### src/design/ptq_pkg.sv
// ----------------------------------------------------------------------------
// ptq_pkg
// Shared types and codes for the multilevel priority task queue.
// ----------------------------------------------------------------------------
package ptq_pkg;

    localparam int QUEUE_DEPTH = 16;
    localparam int NUM_LEVELS  = 4;

    localparam int ID_W    = 8;
    localparam int PRIO_W  = 3;
    localparam int ENTRY_W = ID_W + PRIO_W;

    // operation codes
    localparam logic [1:0] OP_ENQUEUE = 2'd0;
    localparam logic [1:0] OP_DEQUEUE = 2'd1;
    localparam logic [1:0] OP_MOVE    = 2'd2;
    localparam logic [1:0] OP_RESTORE = 2'd3;

    // status codes
    localparam logic [2:0] ST_OK         = 3'd0;
    localparam logic [2:0] ST_BAD_PRIO   = 3'd1;
    localparam logic [2:0] ST_FULL       = 3'd2;
    localparam logic [2:0] ST_ALL_EMPTY  = 3'd3;
    localparam logic [2:0] ST_PEND_EMPTY = 3'd4;
    localparam logic [2:0] ST_DROPPED    = 3'd5;

    typedef struct packed {
        logic [1:0]        op;
        logic [ID_W-1:0]   task_id;
        logic [PRIO_W-1:0] task_priority;
    } req_t;

    typedef struct packed {
        logic              success;
        logic [2:0]        status;
        logic [ID_W-1:0]   out_task_id;
        logic [PRIO_W-1:0] out_task_priority;
    } rsp_t;

endpackage

### src/design/ptq_ram.sv
// ----------------------------------------------------------------------------
// ptq_ram
// Single-port-write, single-port-read RAM with a registered read.
// ----------------------------------------------------------------------------
module ptq_ram #(
    parameter int WIDTH = ptq_pkg::ENTRY_W,
    parameter int DEPTH = ptq_pkg::QUEUE_DEPTH
) (
    input  logic                     clk,
    input  logic                     wr_en,
    input  logic [$clog2(DEPTH)-1:0] wr_addr,
    input  logic [WIDTH-1:0]         wr_data,
    input  logic                     rd_en,
    input  logic [$clog2(DEPTH)-1:0] rd_addr,
    output logic [WIDTH-1:0]         rd_data
);

    logic [WIDTH-1:0] mem [DEPTH];

    always_ff @(posedge clk)
    begin
        if (wr_en)
        begin
            mem[wr_addr] <= wr_data;
        end
        if (rd_en)
        begin
            rd_data <= mem[rd_addr];
        end
    end

endmodule

### src/design/priority_task_queue_unit.sv
// ----------------------------------------------------------------------------
// priority_task_queue_unit
// NUM_LEVELS FIFO task queues by priority (0 highest) plus a pending FIFO.
//
// Request channel (req_valid / req_stall / req): one item per operation:
// enqueue, dequeue, move to pending, restore from pending. Response channel
// (rsp_valid / rsp_stall / rsp): exactly one item per request, in order,
// with success, status and the task popped or restored.
// All queue entries live in one RAM, addressed {queue, slot}; head, tail and
// count per queue are flops. An accepted item is handled in order:
// the accept cycle issues the RAM read of the relevant queue head, then
// the execute state does the update and write-back and loads the response
// register once the output register is free. No new request is accepted
// until the item being finished leaves the execute state.
// A new request is taken while a response still waits in the output
// register. If the receiver stalls, the item being finished holds until
// the output register frees, and req_stall stays high meanwhile.
// Reset empties every queue at once (no clearing pass); RAM contents are
// not cleared, since data read from unwritten entries is never used.
// ----------------------------------------------------------------------------
module priority_task_queue_unit #(
    parameter int QUEUE_DEPTH = ptq_pkg::QUEUE_DEPTH,
    parameter int NUM_LEVELS  = ptq_pkg::NUM_LEVELS
) (
    input  logic          clk,
    input  logic          rst_n,
    input  logic          req_valid,
    output logic          req_stall,
    input  ptq_pkg::req_t req,
    output logic          rsp_valid,
    input  logic          rsp_stall,
    output ptq_pkg::rsp_t rsp
);

    localparam int NUM_QUEUES = NUM_LEVELS + 1;
    localparam int QW         = $clog2(NUM_QUEUES);
    localparam int SW         = $clog2(QUEUE_DEPTH);
    localparam int CW         = $clog2(QUEUE_DEPTH + 1);
    localparam int AW         = QW + SW;
    localparam int MEM_DEPTH  = NUM_QUEUES * (2 ** SW);
    localparam logic [QW-1:0] PEND_Q = QW'(NUM_LEVELS);

    typedef enum logic {S_IDLE, S_EXEC} state_t;

    state_t state_reg, state_next;
    ptq_pkg::req_t req_reg;
    ptq_pkg::rsp_t rsp_reg, rsp_next;
    logic          rsp_valid_reg, rsp_valid_next;

    logic [SW-1:0] head_reg [NUM_QUEUES];
    logic [SW-1:0] head_next [NUM_QUEUES];
    logic [SW-1:0] tail_reg [NUM_QUEUES];
    logic [SW-1:0] tail_next [NUM_QUEUES];
    logic [CW-1:0] cnt_reg [NUM_QUEUES];
    logic [CW-1:0] cnt_next [NUM_QUEUES];

    logic [NUM_QUEUES-1:0] full_vec;
    logic [NUM_QUEUES-1:0] empty_vec;
    logic [QW-1:0]         deq_q;
    logic                  deq_found;

    logic                        accept;
    logic                        exec_go;
    logic                        rd_en;
    logic [AW-1:0]               rd_addr;
    logic [ptq_pkg::ENTRY_W-1:0] rd_data;
    logic                        wr_en;
    logic [AW-1:0]               wr_addr;
    logic [ptq_pkg::ENTRY_W-1:0] wr_data;
    logic [QW-1:0]               wr_q;

    logic [ptq_pkg::PRIO_W-1:0] enq_prio;
    logic [ptq_pkg::PRIO_W-1:0] rst_prio;
    logic [QW-1:0]              enq_q;
    logic [QW-1:0]              rst_q;
    logic                       enq_prio_ok;
    logic                       rst_prio_ok;

    function automatic logic [SW-1:0] ptr_inc(input logic [SW-1:0] p);
        if (p == SW'(QUEUE_DEPTH - 1))
        begin
            return '0;
        end
        return p + SW'(1);
    endfunction

    // occupancy flags
    always_comb
    begin
        for (int i = 0; i < NUM_QUEUES; i++)
        begin
            full_vec[i]  = (cnt_reg[i] == CW'(QUEUE_DEPTH));
            empty_vec[i] = (cnt_reg[i] == '0);
        end
    end

    // highest non-empty level
    always_comb
    begin
        deq_q     = '0;
        deq_found = 1'b0;
        for (int i = NUM_LEVELS - 1; i >= 0; i--)
        begin
            if (!empty_vec[i])
            begin
                deq_q     = QW'(i);
                deq_found = 1'b1;
            end
        end
    end

    assign req_stall = (state_reg != S_IDLE);
    assign accept    = req_valid && !req_stall;
    assign exec_go   = (state_reg == S_EXEC) && (!rsp_valid_reg || !rsp_stall);

    // head read issued on accept; state does not change until the item
    // completes, so no forwarding is needed
    assign rd_en   = accept;
    assign rd_addr = (req.op == ptq_pkg::OP_DEQUEUE) ? {deq_q, head_reg[deq_q]}
                                                     : {PEND_Q, head_reg[PEND_Q]};

    assign enq_prio    = req_reg.task_priority;
    assign rst_prio    = rd_data[ptq_pkg::ENTRY_W-1:ptq_pkg::ID_W];
    assign enq_prio_ok = (32'(enq_prio) < NUM_LEVELS);
    assign rst_prio_ok = (32'(rst_prio) < NUM_LEVELS);
    assign enq_q       = QW'(enq_prio);
    assign rst_q       = QW'(rst_prio);

    assign wr_addr = {wr_q, tail_reg[wr_q]};

    always_comb
    begin
        state_next     = state_reg;
        rsp_next       = rsp_reg;
        rsp_valid_next = rsp_valid_reg && rsp_stall;
        head_next      = head_reg;
        tail_next      = tail_reg;
        cnt_next       = cnt_reg;
        wr_en          = 1'b0;
        wr_q           = PEND_Q;
        wr_data        = {req_reg.task_priority, req_reg.task_id};

        if (accept)
        begin
            state_next = S_EXEC;
        end

        if (exec_go)
        begin
            state_next     = S_IDLE;
            rsp_valid_next = 1'b1;
            rsp_next       = '0;
            rsp_next.status = ptq_pkg::ST_OK;
            case (req_reg.op)
                ptq_pkg::OP_ENQUEUE:
                begin
                    if (!enq_prio_ok)
                    begin
                        rsp_next.status = ptq_pkg::ST_BAD_PRIO;
                    end
                    else if (full_vec[enq_q])
                    begin
                        rsp_next.status = ptq_pkg::ST_FULL;
                    end
                    else
                    begin
                        wr_en            = 1'b1;
                        wr_q             = enq_q;
                        tail_next[enq_q] = ptr_inc(tail_reg[enq_q]);
                        cnt_next[enq_q]  = cnt_reg[enq_q] + CW'(1);
                    end
                end
                ptq_pkg::OP_DEQUEUE:
                begin
                    if (!deq_found)
                    begin
                        rsp_next.status = ptq_pkg::ST_ALL_EMPTY;
                    end
                    else
                    begin
                        head_next[deq_q] = ptr_inc(head_reg[deq_q]);
                        cnt_next[deq_q]  = cnt_reg[deq_q] - CW'(1);
                        rsp_next.out_task_id       = rd_data[ptq_pkg::ID_W-1:0];
                        rsp_next.out_task_priority = rst_prio;
                    end
                end
                ptq_pkg::OP_MOVE:
                begin
                    if (full_vec[PEND_Q])
                    begin
                        rsp_next.status = ptq_pkg::ST_FULL;
                    end
                    else
                    begin
                        wr_en             = 1'b1;
                        wr_q              = PEND_Q;
                        tail_next[PEND_Q] = ptr_inc(tail_reg[PEND_Q]);
                        cnt_next[PEND_Q]  = cnt_reg[PEND_Q] + CW'(1);
                    end
                end
                ptq_pkg::OP_RESTORE:
                begin
                    if (empty_vec[PEND_Q])
                    begin
                        rsp_next.status = ptq_pkg::ST_PEND_EMPTY;
                    end
                    else
                    begin
                        head_next[PEND_Q] = ptr_inc(head_reg[PEND_Q]);
                        cnt_next[PEND_Q]  = cnt_reg[PEND_Q] - CW'(1);
                        rsp_next.out_task_id       = rd_data[ptq_pkg::ID_W-1:0];
                        rsp_next.out_task_priority = rst_prio;
                        // pending pop stands even when the re-enqueue fails
                        if (!rst_prio_ok || full_vec[rst_q])
                        begin
                            rsp_next.status = ptq_pkg::ST_DROPPED;
                        end
                        else
                        begin
                            wr_en            = 1'b1;
                            wr_q             = rst_q;
                            wr_data          = rd_data;
                            tail_next[rst_q] = ptr_inc(tail_reg[rst_q]);
                            cnt_next[rst_q]  = cnt_reg[rst_q] + CW'(1);
                        end
                    end
                end
                default:
                begin
                    rsp_next.status = ptq_pkg::ST_OK;
                end
            endcase
            rsp_next.success = (rsp_next.status == ptq_pkg::ST_OK);
        end
    end

    always_ff @(posedge clk or negedge rst_n)
    begin
        if (!rst_n)
        begin
            state_reg     <= S_IDLE;
            rsp_valid_reg <= 1'b0;
            for (int i = 0; i < NUM_QUEUES; i++)
            begin
                head_reg[i] <= '0;
                tail_reg[i] <= '0;
                cnt_reg[i]  <= '0;
            end
        end
        else
        begin
            state_reg     <= state_next;
            rsp_valid_reg <= rsp_valid_next;
            head_reg      <= head_next;
            tail_reg      <= tail_next;
            cnt_reg       <= cnt_next;
        end
    end

    always_ff @(posedge clk)
    begin
        if (accept)
        begin
            req_reg <= req;
        end
        rsp_reg <= rsp_next;
    end

    assign rsp_valid = rsp_valid_reg;
    assign rsp       = rsp_reg;

    ptq_ram #(
        .WIDTH (ptq_pkg::ENTRY_W),
        .DEPTH (MEM_DEPTH)
    ) u_ram (
        .clk     (clk),
        .wr_en   (wr_en),
        .wr_addr (wr_addr),
        .wr_data (wr_data),
        .rd_en   (rd_en),
        .rd_addr (rd_addr),
        .rd_data (rd_data)
    );

    // ------------------------------------------------------------------------
    // assertions
    // ------------------------------------------------------------------------
    a_accept_exec: assert property (@(posedge clk) disable iff (!rst_n)
        accept |=> (state_reg == S_EXEC))
        else $error("accepted item did not enter execute");

    a_write_not_full: assert property (@(posedge clk) disable iff (!rst_n)
        wr_en |-> !full_vec[wr_q])
        else $error("write into a full queue");

    generate
        for (genvar g = 0; g < NUM_QUEUES; g++)
        begin : g_chk
            a_cnt_bound: assert property (@(posedge clk) disable iff (!rst_n)
                cnt_reg[g] <= CW'(QUEUE_DEPTH))
                else $error("queue count over depth");

            a_ptr_match: assert property (@(posedge clk) disable iff (!rst_n)
                (head_reg[g] == tail_reg[g]) |->
                    (empty_vec[g] || full_vec[g]))
                else $error("pointers equal but queue partly filled");
        end
    endgenerate

endmodule

### config.mk
export PLATFORM = sky130hd
export DESIGN_NAME = priority_task_queue_unit
export DESIGN_NICKNAME = d
export VERILOG_FILES = /design/src/design/ptq_pkg.sv /design/src/design/ptq_ram.sv /design/src/design/priority_task_queue_unit.sv
export SDC_FILE = /design/constraint.sdc
export NUM_CORES = 1
export LEC_CHECK = 0
export BUFFER_PORTS_ARGS = -buffer_cell sky130_fd_sc_hd__buf_2
export CAP_MARGIN = 20
export CORE_UTILIZATION = 40
export DETAILED_ROUTE_END_ITERATION = 10
export PLACE_DENSITY_LB_ADDON = 0.08
export SYNTH_ARGS = -nofsm -noshare
export SYNTH_HDL_FRONTEND = slang
export SYNTH_SLANG_ARGS = --single-unit
### constraint.sdc
create_clock -name clk -period 6.3 [get_ports clk]
set_input_delay 0.63 -clock clk [delete_from_list [all_inputs] [get_ports clk]]
set_output_delay 0.63 -clock clk [all_outputs]
set_load 0.01 [all_outputs]
Word level (Yosys, flattened, before mapping)
Memory sizes are Yosys's and may differ from the RTL's. A register that Yosys moved wholly into a read port is not among the register bits.
Index checks and enable logic that the tools add are counted.
Storage, ports and cells
  memories: 1
  input bits: 17
  register bits after elaboration: 95
  output and inout port bits: 17
  memory bits (writable): 880
  logic and storage cells: 246
Operators by class
  reduce and logical (&&, ||, !) cells: 30
  mux-type cells: 146
  bitwise operators: 4
  $add $sub $neg: 10
  order comparisons: 11
  eq/ne operators: 20
Memory list
  u_ram.mem: words 80, bits a word 11, rd ports 1, clocked after memory_dff 1, write ports 1, line ptq_ram.sv:18  | logic [WIDTH-1:0] mem [DEPTH];
Operator list (count)
  2-to-1 mux 4 bit: 35
  2-to-1 mux 25 bit: 5
  2-to-1 mux 20 bit: 4
  bitwise mux 25 bit: 3
  2-to-1 mux 11 bit: 6
  bitwise mux 20 bit: 3
  case mux 20 bit (3 select lines): 1
  2-to-1 mux 5 bit: 10
  binary-select mux 4 bit (select 3 bit): 4
  binary-select mux 5 bit (select 3 bit): 3
  demux 5 bit (select 3 bit): 3
  2-to-1 mux 1 bit: 39
  demux 4 bit (select 3 bit): 3
  case mux 16 bit (2 select lines): 1
  2-to-1 mux 3 bit: 10
  == test 5 bit, second input constant: 5
  logical NOT 5 bit: 5
  case mux 11 bit (2 select lines): 1
  adder 4 x 1 -> 4 bit, second input constant: 5
  == test 4 bit, second input constant: 5
  case mux 5 bit (4 select lines): 1
  >= comparator 4 bit, second input constant: 4
  NOT 3 -> 4 bit: 4
  adder 5 x 1 -> 5 bit, second input constant: 3
  26 further kinds: 58

Longest topological paths before layout
  depth after elaboration: 21
  gate-level depth with buffers: 13
  depth with buffers taken out: 12

Modules after synthesis
A second synthesis with hierarchy kept.
Second synthesis, totals
  cells, all modules: 2258
  area total of the unflattened synthesis: 41200.8 um2
Modules (own cells, without submodules)
  ptq_ram: times used 1, area an instance 34131.5 um2, cells each 1481, seq. area each 26755.7 um2
  priority_task_queue_unit: times used 1, area an instance 7069.3 um2, cells each 777, seq. area each 2517.4 um2

Worst setup path before layout
Ideal clock, no wire load.
  path kind: flip-flop to flip-flop
  start: register cnt_reg[10] (netlist name)
  end: memory u_ram.mem[0][8] (netlist name), data pin
  setup slack: 0.240 ns
  required time: 5.474 ns
  data arrival time: 5.234 ns
  buffers on the path: 2
  clock period less this slack: 6.060 ns
  stages on the path, launching flop included: 9
  library setup time: 0.826 ns
  cells stage by stage: dfrtp_1 -> buf_4 -> nor4_4 -> a21boi_1 -> nor4_2 -> nand2b_1 -> nor2_1 -> buf_1 -> o21ai_0
Between the ends
  cells in the longest elaborated chain, start to end: 8
Ends and longest elaborated chain
  start, declared: line priority_task_queue_unit.sv:54  | logic [CW-1:0] cnt_reg [NUM_QUEUES];
  start signal, assigned: line priority_task_queue_unit.sv:256  | cnt_reg <= cnt_next;
  == test 5 bit: line priority_task_queue_unit.sv:92  | full_vec[i] = (cnt_reg[i] == CW'(QUEUE_DEPTH));
  binary-select mux 1 bit (select 3 bit): line priority_task_queue_unit.sv:214  | if (!rst_prio_ok || full_vec[rst_q])
  2-to-1 mux 1 bit (implied by the code): line priority_task_queue_unit.sv:214
  logical OR 1 bit: line priority_task_queue_unit.sv:214
  2-to-1 mux 11 bit: line priority_task_queue_unit.sv:214
  2-to-1 mux 11 bit: line priority_task_queue_unit.sv:203  | if (empty_vec[PEND_Q])
  2-to-1 mux 11 bit: line priority_task_queue_unit.sv:154  | case (req_reg.op)
  2-to-1 mux 11 bit: line priority_task_queue_unit.sv:148  | if (exec_go)
  via u_ram.wr_data[8]: line ptq_ram.sv:12  | input logic [WIDTH-1:0] wr_data,
  end, declared: line ptq_ram.sv:18
The timed path passes the listed nets, and every way through them passes these cells. The select of a mux whose other input is x is not followed.

Final worst setup path
  start: register cnt_reg[10] (netlist name)
  end: register u_ram.rd_data[7], read port of u_ram.mem, data pin
Between the ends
  cells in the longest elaborated chain, start to end: 9
Ends and longest elaborated chain
  logical NOT 5 bit *: line priority_task_queue_unit.sv:93  | empty_vec[i] = (cnt_reg[i] == '0);
  2-to-1 mux 2 bit *: line priority_task_queue_unit.sv:104  | if (!empty_vec[i])
  2-to-1 mux 3 bit * (2 in series): line priority_task_queue_unit.sv:104
  NOT 3 -> 4 bit (implied by the code): line priority_task_queue_unit.sv:119  | assign rd_addr = (req.op == ptq_pkg::OP_DEQUEUE) ? {deq_q, head_reg[deq_q]}
  binary-select mux 4 bit (select 3 bit): line priority_task_queue_unit.sv:119
  2-to-1 mux 4 bit (implied by the code) (2 in series): line priority_task_queue_unit.sv:119
  2-to-1 mux 7 bit *: line priority_task_queue_unit.sv:119
  end, declared: line ptq_ram.sv:15  | output logic [WIDTH-1:0] rd_data
Mark *: on every way between the ends. The rest lies on a longest branch, timed or not. The select of a mux whose other input is x is not followed.
A chain may end at the register's enable or synchronous reset.

==> reports/qor.log <==
INFO  run_status     status=complete, no violations
INFO  synth          postSynthAreaPerCell=14.2squm
INFO  power          leakagePower=0.0166uW
INFO  routing        met3RoutedLength=7620um
INFO  power          cell_internal_pwr=14700uW
INFO  synth          synth_enable_flop_cells=919
INFO  grt            first_global_vias=25900
INFO  clocking       tritoncts=yes
INFO  place          dpl.hpwl=78700um
INFO  timing         final-setup-viol-count=0
INFO  timing         fin_worst_skew=32.6ps
INFO  critical_path  worst_ep_required_time=6850ps
INFO  clocking       cts_max_path_buffers=3
INFO  clocking       cts-root-buf=sky130_fd_sc_hd__clkbuf_16
INFO  synth          yosys.area.top_type_share=65.1%
INFO  finish         final_layout_size_suffix_gt1_share=13.3%
INFO  grt            antenna_violations_before_repair=1
INFO  grt            maximum_number_of_pins_on_one_net_before_global_route_repair=114
INFO  critical_path  r2r.worst_path.cells=10
INFO  place          routabilityCongestion=0.937
INFO  floorplanning  dieHeight=328um
INFO  grt            global_route.overflow_total=0
INFO  finish         layout.nets=3153
INFO  synth          unique_cell_type_count_in_the_yosys_netlist=83
INFO  routing        drc_errors=0
INFO  floorplanning  dieArea=107000squm
INFO  synth          ys.flop_type=sky130_fd_sc_hd__edfxtp_1
INFO  critical_path  reg_to_reg_end=u_ram.rd_data[7]
INFO  synth          synth_top_cell_by_area=sky130_fd_sc_hd__edfxtp_1
INFO  clocking       cts_buffers=107
INFO  floorplanning  initial_core_util=40.3%
INFO  timing         final.min_clock_period=5840ps
INFO  power          sw_frac_of_total=41.3%
INFO  timing         final_hold_viol_count=0
INFO  routing        initialDrtViolationCount=2700
INFO  clocking       clk_pin_slew_worst_paths=60ps
INFO  critical_path  end_kind=flip-flop
INFO  routing        ant_nets=0
INFO  synth          synth.yosys.seq_area_share=69.0%
INFO  synth          synth_area_leaders=sky130_fd_sc_hd__edfxtp_1 65%, sky130_fd_sc_hd__mux2i_1 9.2%, sky130_fd_sc_hd__dfrtp_1 4.0%
INFO  routing        wirelength_met1=57000um
INFO  synth          synth.net_count=3023
INFO  run            drv.max_cap_violation_count=0
INFO  power          peakVddDrop=0.413mV
INFO  power          power_per_cell_area=519nW/um^2
INFO  clocking       postCtsResizedCells=0
INFO  synth          synth_area=42400squm
INFO  critical_path  timing.reg2reg.setup_slack=460ps
INFO  critical_path  worstReg2RegStart=cnt_reg[10]
INFO  routing        drt_first_pass_iters=8
INFO  critical_path  worst-setup-path-type=reg2reg
INFO  timing         timing.final.crit_share=92.7%
INFO  timing         max_clock_freq=0.171GHz
INFO  floorplanning  row_cnt=119
INFO  critical_path  crit_path_start_kind=flip-flop
INFO  clocking       cts_sinks=986
INFO  finish         synthToLayoutAreaGrowth=13.6%
INFO  clocking       h-tree-depth=3
INFO  power          total_power=25000uW
INFO  timing         final.setup.worst_slack=458ps
INFO  routing        detailroute.wirelength.met2=56800um
INFO  timing         setup_repair_after_global_routing_missed_its_margin=false
INFO  finish         antenna-diode-count=0
INFO  clocking       cts_hold_buf=0
INFO  routing        route.top_layer_used=met4
INFO  power          p_switching=10300uW
INFO  timing         relSlewSlack=26.3%
INFO  critical_path  worstPathMaxFanout=22
INFO  floorplanning  die_x=328um
INFO  grt            global_route_wire_length_before_repair=182000um
INFO  place          detailedPlace.worstSlack=696ps
INFO  power          combPwrFrac=43.4%
INFO  timing         total_count_of_max_transition_violations_in_the_final_report=0
INFO  floorplanning  floorplan.io_pins=34
INFO  synth          yosysWarningCount=0
INFO  finish         largest_reg_flops=880
INFO  power          seq_power_share=33.3%
INFO  routing        postRouteWirelength=124000um
INFO  clocking       worstSkewPairLatency=690ps
INFO  grt            global_route.usage.total=23.1%
INFO  routing        detailroute.via_count=26400
INFO  timing         tightestPinTransition=1110ps
INFO  place          numPortBuffers=33
INFO  critical_path  critical_path_arrival=6390ps
INFO  power          clock_power_share=23.3%
INFO  routing        route.detailed.wl_per_inst=27.1um
INFO  synth          share_of_synthesized_registers_carrying_an_async_set_or_reset=6.80%
INFO  hold_path      timing.hold.worst.class=in2async
INFO  clocking       cts_setup_buffers=0
INFO  routing        vias_per_cell=5.74
INFO  synth          ff_latch_count_synth=986
INFO  floorplanning  fp.coreArea=105000squm
INFO  timing         setup_total_negative_slack=0ps
INFO  synth          postSynthCellCount=2990
-- power groups by stage --
stage / sequential, uW / clock, uW / combinational (uW)
floorplan: 8220 / 0 / 6730
global placement: 8420 / 0 / 10700
detailed placement: 8430 / 0 / 10800
CTS: 8290 / 5960 / 10900
global route: 8340 / 6180 / 11500
finish: 8310 / 5830 / 10800
-- cell usage after synthesis (11+ instances only) --
cell                         n
sky130_fd_sc_hd__mux2_2     20
sky130_fd_sc_hd__a21oi_1    90
sky130_fd_sc_hd__dfrtp_1    67
sky130_fd_sc_hd__mux2i_1   391
sky130_fd_sc_hd__edfxtp_1  919
sky130_fd_sc_hd__a22oi_1    31
sky130_fd_sc_hd__clkbuf_1   77
sky130_fd_sc_hd__nor3_1     16
sky130_fd_sc_hd__buf_1      11
sky130_fd_sc_hd__inv_1      27
sky130_fd_sc_hd__nor2_1    158
sky130_fd_sc_hd__and2_1     26
sky130_fd_sc_hd__buf_2      78
sky130_fd_sc_hd__o221ai_1   13
sky130_fd_sc_hd__o32a_1     11
sky130_fd_sc_hd__o21ai_0    73
sky130_fd_sc_hd__a32oi_1    19
sky130_fd_sc_hd__a211oi_1   47
sky130_fd_sc_hd__buf_4      15
sky130_fd_sc_hd__o22ai_1    62
sky130_fd_sc_hd__a221oi_1   27
sky130_fd_sc_hd__nand2_1   361
sky130_fd_sc_hd__nor4_1     29
sky130_fd_sc_hd__a311oi_1   11
sky130_fd_sc_hd__o41ai_1    11
sky130_fd_sc_hd__nand3_1   144
sky130_fd_sc_hd__nand4_1    21
sky130_fd_sc_hd__a31oi_1    11
sky130_fd_sc_hd__a22o_1     15
sky130_fd_sc_hd__ha_1       16
sky130_fd_sc_hd__o311a_1    11
-- worst max-delay path: stages, from the launching register on --
cell and delay [ps]:
sky130_fd_sc_hd__dfrtp_1 510, sky130_fd_sc_hd__nor4_4 670, sky130_fd_sc_hd__nand4_1 610, sky130_fd_sc_hd__a21boi_1 490
sky130_fd_sc_hd__o31a_2 590, sky130_fd_sc_hd__nand2_1 740, sky130_fd_sc_hd__a211oi_1 700, sky130_fd_sc_hd__nor4_1 90
sky130_fd_sc_hd__buf_4 180, sky130_fd_sc_hd__a211oi_1 840, sky130_fd_sc_hd__o32a_1 250
-- metrics by stage --
stage	util (%)	cells	cell area (sq um)	hold slack (ps)
5_1_grt	45.8	4595	48200	88.7
6_report	45.8	4595	48200	43.5
2_1_floorplan	-	2990	42400	334
3_3_place_gp	42.6	4394	44900	477
4_1_cts	45.7	4594	48100	69.5
3_5_place_dp	42.7	4401	44900	471
-- cell type report --
class                   instances  area (sq um)
clock buffers                 127          2840
clock inverters                66           382
fillers                      9290         57100
inverters                      30           113
multi-input cells            1786         12200
flip-flops and latches        986         29300
well taps                    1391          1740
repair buffers                209          1620
-- cells by family (layout without fill, tap and decap cells) --
family | Yosys count | after routing | share of synthesized area, %
DFF | 986 | 986 | 69.0
xor gates and xnor gates | 14 | 14 | 0.289
and+or+nand+nor | 822 | 822 | 8.93
adders and majority gates | 16 | 16 | 0.472
AOI/OAI and AO/OA | 513 | 513 | 8.59
muxes | 421 | 421 | 10.3
buffers and inverters | 218 | 432 | 2.42
-- per-layer routing --
metal	vias up	GRT usage (%)
li1	11800	-
met1	13500	33.5
met2	877	35.9
met3	170	3.83
met4	0	5.90
met5	-	0
-- cell usage in the layout, fill, tap and decap left out, types with 37 or more instances in the layout --
cell	n
sky130_fd_sc_hd__a211oi_1	47
sky130_fd_sc_hd__a21oi_1	90
sky130_fd_sc_hd__buf_2	37
sky130_fd_sc_hd__buf_4	160
sky130_fd_sc_hd__clkbuf_16	111
sky130_fd_sc_hd__dfrtp_1	67
sky130_fd_sc_hd__edfxtp_1	919
sky130_fd_sc_hd__mux2i_1	391
sky130_fd_sc_hd__nand2_1	361
sky130_fd_sc_hd__nand3_1	144
sky130_fd_sc_hd__nor2_1	157
sky130_fd_sc_hd__o21ai_0	70
sky130_fd_sc_hd__o22ai_1	62
-- worst max path at each step --
stage	startpoint	to	slack, ps	cells past startpoint
2_1_floorplan	cnt_reg[10]	u_ram.mem[0][8]	240	8
5_1_grt	cnt_reg[10]	u_ram.rd_data[9]	310	10
3_3_place_gp	cnt_reg[10]	u_ram.rd_data[8]	590	10
3_5_place_dp	cnt_reg[10]	u_ram.rd_data[7]	700	10
6_report	cnt_reg[10]	u_ram.rd_data[7]	460	10
4_1_cts	cnt_reg[10]	u_ram.rd_data[7]	650	10
(Power assumes the default switching activity.)
